File: config.mk
export PLATFORM = sky130hd
export DESIGN_NAME = integer_list_delete_stats_flat
export DESIGN_NICKNAME = d
export VERILOG_FILES = /design/src/design/ilds_pkg.sv /design/src/design/ilds_if.sv /design/src/design/integer_list_delete_stats.sv /design/src/design/ilds_ram.sv /design/src/flat_wrapper.sv
export SDC_FILE = /design/constraint.sdc
export NUM_CORES = 2
export LEC_CHECK = 0
export ABC_AREA = 1
export BUFFER_PORTS_ARGS = -buffer_cell sky130_fd_sc_hd__clkbuf_2
export CAP_MARGIN = 20
export CORE_UTILIZATION = 50
export DETAILED_ROUTE_END_ITERATION = 8
export GPL_TIMING_DRIVEN = 0
export PLACE_DENSITY_LB_ADDON = 0.1
export SYNTH_ARGS = -nofsm -noshare
export SYNTH_HDL_FRONTEND = slang
export SYNTH_SLANG_ARGS = --single-unit
File: constraint.sdc
create_clock -name clk -period 6.05 [get_ports clk]
set_clock_uncertainty 0.1 [all_clocks]
set_input_delay 1.815 -clock clk [delete_from_list [all_inputs] [get_ports clk]]
set_output_delay 1.815 -clock clk [all_outputs]
set_load 0.01 [all_outputs]
File: src/design/ilds_pkg.sv
`default_nettype none
package ilds_pkg;

  localparam int MODE_W   = 1;
  localparam int VALUE_W  = 32;
  localparam int STATUS_W = 2;
  localparam int TOTAL_W  = 7;
  localparam int SUM_W    = 38;

  localparam logic [MODE_W-1:0] MODE_APPEND = 1'b0;
  localparam logic [MODE_W-1:0] MODE_DELETE = 1'b1;

  localparam logic [STATUS_W-1:0] ST_DONE      = 2'd0;
  localparam logic [STATUS_W-1:0] ST_NOT_FOUND = 2'd1;
  localparam logic [STATUS_W-1:0] ST_FULL      = 2'd2;

endpackage
`default_nettype wire

File: src/design/ilds_if.sv
`default_nettype none
interface ilds_in_if import ilds_pkg::*; ();
  logic                      valid;
  logic                      ready;
  logic [MODE_W-1:0]         mode;
  logic signed [VALUE_W-1:0] value;

  modport source (output valid, mode, value, input ready);
  modport sink   (input valid, mode, value, output ready);
endinterface

interface ilds_out_if import ilds_pkg::*; ();
  logic                      valid;
  logic                      ready;
  logic [STATUS_W-1:0]       status;
  logic [TOTAL_W-1:0]        entry_total;
  logic signed [SUM_W-1:0]   value_sum;
  logic signed [VALUE_W-1:0] largest;
  logic signed [VALUE_W-1:0] smallest;
  logic                      is_empty;

  modport source (output valid, status, entry_total, value_sum, largest, smallest, is_empty,
                  input ready);
  modport sink   (input valid, status, entry_total, value_sum, largest, smallest, is_empty,
                  output ready);
endinterface
`default_nettype wire

File: src/design/integer_list_delete_stats.sv
`default_nettype none
// Channel   Dir  Modport  Payload
// in_chan   in   sink     mode, value
// out_chan  out  source   status, entry_total, value_sum, largest, smallest, is_empty
//
// An accepted item moves to S_SCAN, which reads each entry (entry_count after an
// append, before a delete), then to S_DONE, which registers the result once the
// output is free. One pass over the list RAM, one read per cycle, does the delete
// search, the shift-down write back and the statistics.
// rst_n (sync, active low) empties the list; RAM contents are not cleared.
// in_ready is high while idle, also when an earlier result still waits on out_ready.
module integer_list_delete_stats import ilds_pkg::*; #(
  parameter int CAPACITY = 64
) (
  input wire logic  clk,
  input wire logic  rst_n,
  ilds_in_if.sink   in_chan,
  ilds_out_if.source out_chan
);

  localparam int AW = $clog2(CAPACITY);
  localparam int CW = $clog2(CAPACITY + 1);

  localparam logic [1:0] S_IDLE = 2'd0;
  localparam logic [1:0] S_SCAN = 2'd1;
  localparam logic [1:0] S_DONE = 2'd2;

  logic [1:0]   state_r, state_nxt;
  logic [CW-1:0] count_r;     // entries held
  logic [CW-1:0] iss_r;       // next index to read
  logic          rd_vld_r;    // RAM data valid this cycle
  logic [AW-1:0] rd_idx_r;    // index of that data
  logic          found_r;     // delete match seen
  logic          have_r;      // at least one entry folded into stats
  logic [MODE_W-1:0]  mode_r;
  logic [VALUE_W-1:0] value_r;
  logic [STATUS_W-1:0] status_r;
  logic [SUM_W-1:0]   sum_r;
  logic signed [VALUE_W-1:0] hi_r, lo_r;

  logic               out_valid_r;
  logic [STATUS_W-1:0] out_status_r;
  logic [TOTAL_W-1:0] out_total_r;
  logic [SUM_W-1:0]   out_sum_r;
  logic [VALUE_W-1:0] out_hi_r, out_lo_r;
  logic               out_empty_r;

  logic               ram_we;
  logic [AW-1:0]      ram_waddr;
  logic [VALUE_W-1:0] ram_wdata;
  logic               ram_re;
  logic [VALUE_W-1:0] ram_rdata;

  logic accept, full, scan_end, match, out_free;
  logic signed [VALUE_W-1:0] rd_s;
  logic [CW-1:0] final_count;

  assign accept   = in_chan.valid && in_chan.ready;
  assign full     = (count_r >= CW'(CAPACITY));
  assign ram_re   = (state_r == S_SCAN) && (iss_r < count_r);
  assign scan_end = (state_r == S_SCAN) && (iss_r >= count_r) && !rd_vld_r;
  assign rd_s     = $signed(ram_rdata);
  // first entry equal to the delete value is dropped, not counted
  assign match    = rd_vld_r && !found_r && (mode_r == MODE_DELETE) && (ram_rdata == value_r);
  assign out_free = !out_valid_r || out_chan.ready;
  assign final_count = found_r ? (count_r - CW'(1)) : count_r;

  assign in_chan.ready = (state_r == S_IDLE);

  // Write port: append at the tail on accept, or shift an entry down one slot
  // behind a delete match. The read runs ahead of the write, so no overlap.
  always_comb begin
    ram_we    = 1'b0;
    ram_waddr = count_r[AW-1:0];
    ram_wdata = in_chan.value;
    if (accept) begin
      ram_we = (in_chan.mode == MODE_APPEND) && !full;
    end else if (rd_vld_r && found_r) begin
      ram_we    = 1'b1;
      ram_waddr = rd_idx_r - AW'(1);
      ram_wdata = ram_rdata;
    end
  end

  ilds_ram #(.DEPTH(CAPACITY)) u_ram (
    .clk   (clk),
    .we    (ram_we),
    .waddr (ram_waddr),
    .wdata (ram_wdata),
    .re    (ram_re),
    .raddr (iss_r[AW-1:0]),
    .rdata (ram_rdata)
  );

  always_comb begin
    state_nxt = state_r;
    unique case (state_r)
      S_IDLE: if (accept) state_nxt = S_SCAN;
      S_SCAN: if (scan_end) state_nxt = S_DONE;
      S_DONE: if (out_free) state_nxt = S_IDLE;
      default: state_nxt = S_IDLE;
    endcase
  end

  // control
  always_ff @(posedge clk) begin
    if (!rst_n) begin
      state_r     <= S_IDLE;
      count_r     <= '0;
      iss_r       <= '0;
      rd_vld_r    <= 1'b0;
      found_r     <= 1'b0;
      have_r      <= 1'b0;
      out_valid_r <= 1'b0;
    end else begin
      state_r  <= state_nxt;
      rd_vld_r <= ram_re;
      if (ram_re) begin
        iss_r <= iss_r + CW'(1);
      end
      if (accept) begin
        iss_r   <= '0;
        found_r <= 1'b0;
        have_r  <= 1'b0;
        if ((in_chan.mode == MODE_APPEND) && !full) begin
          count_r <= count_r + CW'(1);
        end
      end
      if (match) begin
        found_r <= 1'b1;
      end else if (rd_vld_r) begin
        have_r <= 1'b1;
      end
      if (state_r == S_DONE && out_free) begin
        count_r     <= final_count;
        out_valid_r <= 1'b1;
      end else if (out_chan.ready) begin
        out_valid_r <= 1'b0;
      end
    end
  end

  // payload
  always_ff @(posedge clk) begin
    rd_idx_r <= iss_r[AW-1:0];
    if (accept) begin
      mode_r   <= in_chan.mode;
      value_r  <= in_chan.value;
      status_r <= ((in_chan.mode == MODE_APPEND) && full) ? ST_FULL : ST_DONE;
      sum_r    <= '0;
    end else if (rd_vld_r && !match) begin
      sum_r <= sum_r + {{(SUM_W-VALUE_W){ram_rdata[VALUE_W-1]}}, ram_rdata};
      if (!have_r || rd_s > hi_r) hi_r <= rd_s;
      if (!have_r || rd_s < lo_r) lo_r <= rd_s;
    end
    if (state_r == S_DONE && out_free) begin
      if (mode_r == MODE_DELETE) begin
        out_status_r <= found_r ? ST_DONE : ST_NOT_FOUND;
      end else begin
        out_status_r <= status_r;
      end
      out_total_r <= TOTAL_W'(final_count);
      out_sum_r   <= sum_r;
      out_hi_r    <= have_r ? hi_r : '0;
      out_lo_r    <= have_r ? lo_r : '0;
      out_empty_r <= (final_count == '0);
    end
  end

  assign out_chan.valid       = out_valid_r;
  assign out_chan.status      = out_status_r;
  assign out_chan.entry_total = out_total_r;
  assign out_chan.value_sum   = out_sum_r;
  assign out_chan.largest     = out_hi_r;
  assign out_chan.smallest    = out_lo_r;
  assign out_chan.is_empty    = out_empty_r;

endmodule
`default_nettype wire

File: src/design/ilds_ram.sv
`default_nettype none
// Simple dual-port RAM, one write and one registered read per cycle.
module ilds_ram import ilds_pkg::*; #(
  parameter int DEPTH = 64
) (
  input  wire logic                clk,
  input  wire logic                we,
  input  wire logic [$clog2(DEPTH)-1:0] waddr,
  input  wire logic [VALUE_W-1:0]  wdata,
  input  wire logic                re,
  input  wire logic [$clog2(DEPTH)-1:0] raddr,
  output logic      [VALUE_W-1:0]  rdata
);

  logic [VALUE_W-1:0] mem [DEPTH];

  always_ff @(posedge clk) begin
    if (we) begin
      mem[waddr] <= wdata;
    end
  end

  always_ff @(posedge clk) begin
    if (re) begin
      rdata <= mem[raddr];
    end
  end

endmodule
`default_nettype wire
File: src/flat_wrapper.sv
// flat-port wrapper written by rule: the top's interface ports become plain ports
module integer_list_delete_stats_flat import ilds_pkg::*;
#(
  parameter int CAPACITY = 64
)
  (clk, rst_n, in_chan_valid, in_chan_mode, in_chan_value, in_chan_ready, out_chan_valid, out_chan_status, out_chan_entry_total, out_chan_value_sum, out_chan_largest, out_chan_smallest, out_chan_is_empty, out_chan_ready);
  ilds_in_if in_chan_i ();
  ilds_out_if out_chan_i ();
  input wire logic clk;
  input wire logic rst_n;
  input wire logic [$bits(in_chan_i.valid)-1:0] in_chan_valid;
  input wire logic [$bits(in_chan_i.mode)-1:0] in_chan_mode;
  input wire logic [$bits(in_chan_i.value)-1:0] in_chan_value;
  output wire logic [$bits(in_chan_i.ready)-1:0] in_chan_ready;
  output wire logic [$bits(out_chan_i.valid)-1:0] out_chan_valid;
  output wire logic [$bits(out_chan_i.status)-1:0] out_chan_status;
  output wire logic [$bits(out_chan_i.entry_total)-1:0] out_chan_entry_total;
  output wire logic [$bits(out_chan_i.value_sum)-1:0] out_chan_value_sum;
  output wire logic [$bits(out_chan_i.largest)-1:0] out_chan_largest;
  output wire logic [$bits(out_chan_i.smallest)-1:0] out_chan_smallest;
  output wire logic [$bits(out_chan_i.is_empty)-1:0] out_chan_is_empty;
  input wire logic [$bits(out_chan_i.ready)-1:0] out_chan_ready;
  assign in_chan_i.valid = in_chan_valid;
  assign in_chan_i.mode = in_chan_mode;
  assign in_chan_i.value = in_chan_value;
  assign in_chan_ready = in_chan_i.ready;
  assign out_chan_valid = out_chan_i.valid;
  assign out_chan_status = out_chan_i.status;
  assign out_chan_entry_total = out_chan_i.entry_total;
  assign out_chan_value_sum = out_chan_i.value_sum;
  assign out_chan_largest = out_chan_i.largest;
  assign out_chan_smallest = out_chan_i.smallest;
  assign out_chan_is_empty = out_chan_i.is_empty;
  assign out_chan_i.ready = out_chan_ready;
  integer_list_delete_stats #(.CAPACITY(CAPACITY)) u_core (.clk(clk), .rst_n(rst_n), .in_chan(in_chan_i), .out_chan(out_chan_i));
endmodule
==> run summary <==
Global routing used 42.6% of the available tracks. The logs give 5660 ps for the worst path arrival time and 7752 for the total nets after synthesis. During synthesis, Yosys emitted a total of 0 warnings. The run gives 0 as the max-capacitance violation count. Slowest stage cell on the critical path: o211ai_1.

The number of buffer cells added on primary ports is 150, and the length of the first detailed-routing pass in iterations is 9. In this run the biggest area consumer among cell types represents 71.9% of the synthesized area. The tools report the launch instance of the worst min-delay path as u_core.iss_r[0].

Setup repair after global routing left no endpoint under its margin. The global-route wire length before repair was 550000 um; the core box area was 190000 sq um. The headroom to the max-slew limit is 11.0%. The layout net count is 8306, and the number of buffer and inverter instances along the worst setup path is 3. The tightest hold margin came out at 343 ps. The final sum of negative setup slack was 0 ps.

For the worst setup path, the data required time is 6450 ps. In the final layout, the share of cells above drive strength 1 is 11.4%. In the synthesized netlist the dominant register cell turns out to be edfxtp_1. For the residual overflow from global routing, the log shows 0.

The final number of max-transition violations is 0. The critical path goes through buf_4, buf_2, buf_1, nor2_1, o21ai_0, o21ai_0, o211ai_1, nand4_1, nand3_1, nand3_1. In this run the mean area of a mapped cell was 12.6 sq um.

The final hold violation count came out at 0. The initial antenna violation count is 33. The DRC violation count after routing was 0.

Critical setup path kind: reg -> reg. After clock tree synthesis, the clock-pin slew on the worst setup and hold paths is 70 ps. The flow ran to the end, and the final reports show no timing, DRC or antenna violations. TritonCTS built the clock tree. The clock sink total came out at 2354. The run gives 79 as the largest net degree at the start of global routing. The logs give 0.278 mV for the worst voltage drop across the vdd grid and 7603 for the synthesized netlist cell count.

Once the floorplan was initialized, standard cells occupied 50.3% of the core. edfxtp_1 is the most common cell in the netlist. In this run the critical register-to-register path is launched from u_core.iss_r[1]. Average wire per standard cell: 38.2 um. The overall die height is 439 um. The count of nets left with antenna violations once routing finished came out at 0. Counting instances, the worst hold path has a depth of 0. In this run the power density over the cells is 346 nW/um^2. The share of synthesized registers carrying an async set or reset came out at 0%. CTS built an H-tree with a depth of 4. The routed layout has 71745 vias. The congestion estimate from routability-driven global placement came to 1.06. Worst-skew pair later-pin latency: 940 ps. STA classifies the critical path endpoint as a register.

The number of cells on the worst reg-to-reg path is 10. The floorplan has 160 rows. The synthesized design contains 2354 register bits. 151 I/O pins were placed. Setup slack closes at 786 ps.

The root cell of the clock tree was clkbuf_16. The proportion of synthesized chip area in sequential cells was 73.2%; the maximum frequency from static timing analysis was 190 MHz. The netlist area before placement was 95600 sq um. The area growth from synthesis to layout is 16.5%.

Counting along the longest clock path gives a buffer depth of 3. The critical path runs through a total of 10 cells. The die area is 193000 sq um.

The worst register-to-register path ends at u_core.u_ram.rdata[8]. In this run, post-CTS repair resized a total of 0 instances. Summed over all nets, the half-perimeter wirelength after detailed placement is 292000 um. The number of different library cells used by synthesis comes to 48.

The share of the clock period used by the worst path is 87.0%, and the first-iteration detailed-routing DRC count is 13491. The worst stage delay on the critical path is 1010 ps. The run gives 0 as the hold-fix buffer count after cts. In this run the post-CTS setup repair buffer count came out at 0. The synthesized design contains 2290 enable-type register cells. The worst setup path is launched from a register. The slack of the worst reg-to-reg path is 790 ps, and the largest driver fanout on the critical path is 10. Grouping stages by cell kind, the critical path spends the most delay in simple AND/OR/NAND/NOR gates. The worst min-delay path class was reg -> reg. The via count of the first global-routing pass is 64942. The leading area contributor after synthesis is edfxtp_1. The leakage power of the design was 38.3 nW; the actual slew at the worst max-slew pin was 1330 ps. Measured along the x axis, the die boundary spans 439 um. In this run, CTS created clock tree buffers numbering 237.

Counting instances in the post-synthesis netlist gives the leading cell types as edfxtp_1, nor2_1, o21ai_0. For hold timing, the worst endpoint is u_core.rd_idx_r[0]. Setup violations remaining at the end of the flow were counted as 0.

The setup slack at placement is 580 ps. The via density per instance was 6.58; the minimum clock period was 5260 ps. Sorting the synthesized cells by area gives the leading types as edfxtp_1, o21ai_0, nor2_1. The routed wire length is 417000 um.
[per-layer routing]
layer  wire (um)  global-route usage, %  vias to the layer above  part of all wire [%]
li1            -                      -                    29010                     -
met1      141000                   52.5                    35441                    34
met2      174000                   60.4                     5936                    42
met3       61200                   15.4                     1354                    15
met4       40400                   34.1                        4                   9.7
met5          70                   1.04                        -                 0.017
[area by class of cell]
type                            count  area [sq um]
Fill cell                       15291         78600
Buffer                            458          2180
Clock buffer                      300          6310
Sequential cell                  2354         70000
Inverter                          281          1060
Antenna cell                       26          65.1
Tap cell                         2511          3140
Multi-Input combinational cell   4510         23100
Timing Repair Buffer              315          4220
Clock inverter                    148          1230
[state kept, by name, indices dropped and copies added (netlist names), 6 cells and up]
signal,count
u_core.u_ram.mem,2048
u_core.lo_r,32
u_core.iss_r,7
u_core.u_ram.rdata,32
u_core.out_chan.smallest,32
u_core.rd_idx_r,6
u_core.sum_r,38
u_core.count_r,7
u_core.out_chan.largest,32
u_core.value_r,32
u_core.out_chan.entry_total,7
u_core.out_chan.value_sum,38
u_core.hi_r,32
[report_power, final]
group | internal (mW) | total [mW] | leakage [nW] | switching (mW)
clock network | 8.07 | 14.6 | 3.71 | 6.48
registers | 18.2 | 18.5 | 21.2 | 0.263
logic | 1.29 | 5.48 | 13.4 | 4.19
[how the worst max path moves through the flow]
stage | start | endpoint | slack [ps]
6_report | u_core.iss_r[1] | u_core.u_ram.rdata[8] | 790
5_1_grt | u_core.iss_r[1] | u_core.u_ram.rdata[25] | 920
4_1_cts | u_core.iss_r[1] | u_core.u_ram.rdata[8] | 1320
3_5_place_dp | in_chan_valid | u_core.u_ram.mem[15][7] | 580
3_3_place_gp | in_chan_valid | u_core.u_ram.mem[18][22] | -7910
2_1_floorplan | in_chan_valid | u_core.u_ram.mem[0][0] | 300
[cells by family (layout without fill, tap and decap cells)]
group | after synthesis | after routing | synth area share, %
flops | 2354 | 2354 | 73.2
simple gates | 2464 | 2464 | 10.3
fa+ha+maj | 112 | 112 | 1.47
other cells | 0 | 26 | 0
buf+inv | 739 | 1502 | 3.39
xor+xnor | 50 | 50 | 0.458
compound gates | 1884 | 1884 | 11.2
[per-stage QoR]
stage / instance area, sq um / instances / total power, mW / utilization (%)
2_1_floorplan: 95600 / 7603 / 21.2 / -
3_3_place_gp: 99500 / 10264 / 23.8 / 52.4
4_1_cts: 111000 / 10865 / 38.1 / 58.5
5_1_grt: 111000 / 10887 / 39.1 / 58.6
6_report: 111000 / 10903 / 38.5 / 58.6
3_5_place_dp: 104000 / 10417 / 23.9 / 54.5
[placed cells by master, fill, tap and decap left out, types with 64 or more instances in the layout]
cell,count
o221ai_1,121
nand3_1,288
o22ai_1,302
edfxtp_1,2290
nor2_1,1299
clkbuf_16,239
buf_2,119
dfxtp_1,64
clkbuf_2,151
nand2_1,709
ha_1,111
o21ai_0,1066
clkbuf_1,312
o211ai_1,140
inv_1,271
nor2_4,65
a21oi_1,172
buf_12,90
Power figures use the tool's default switching activity.
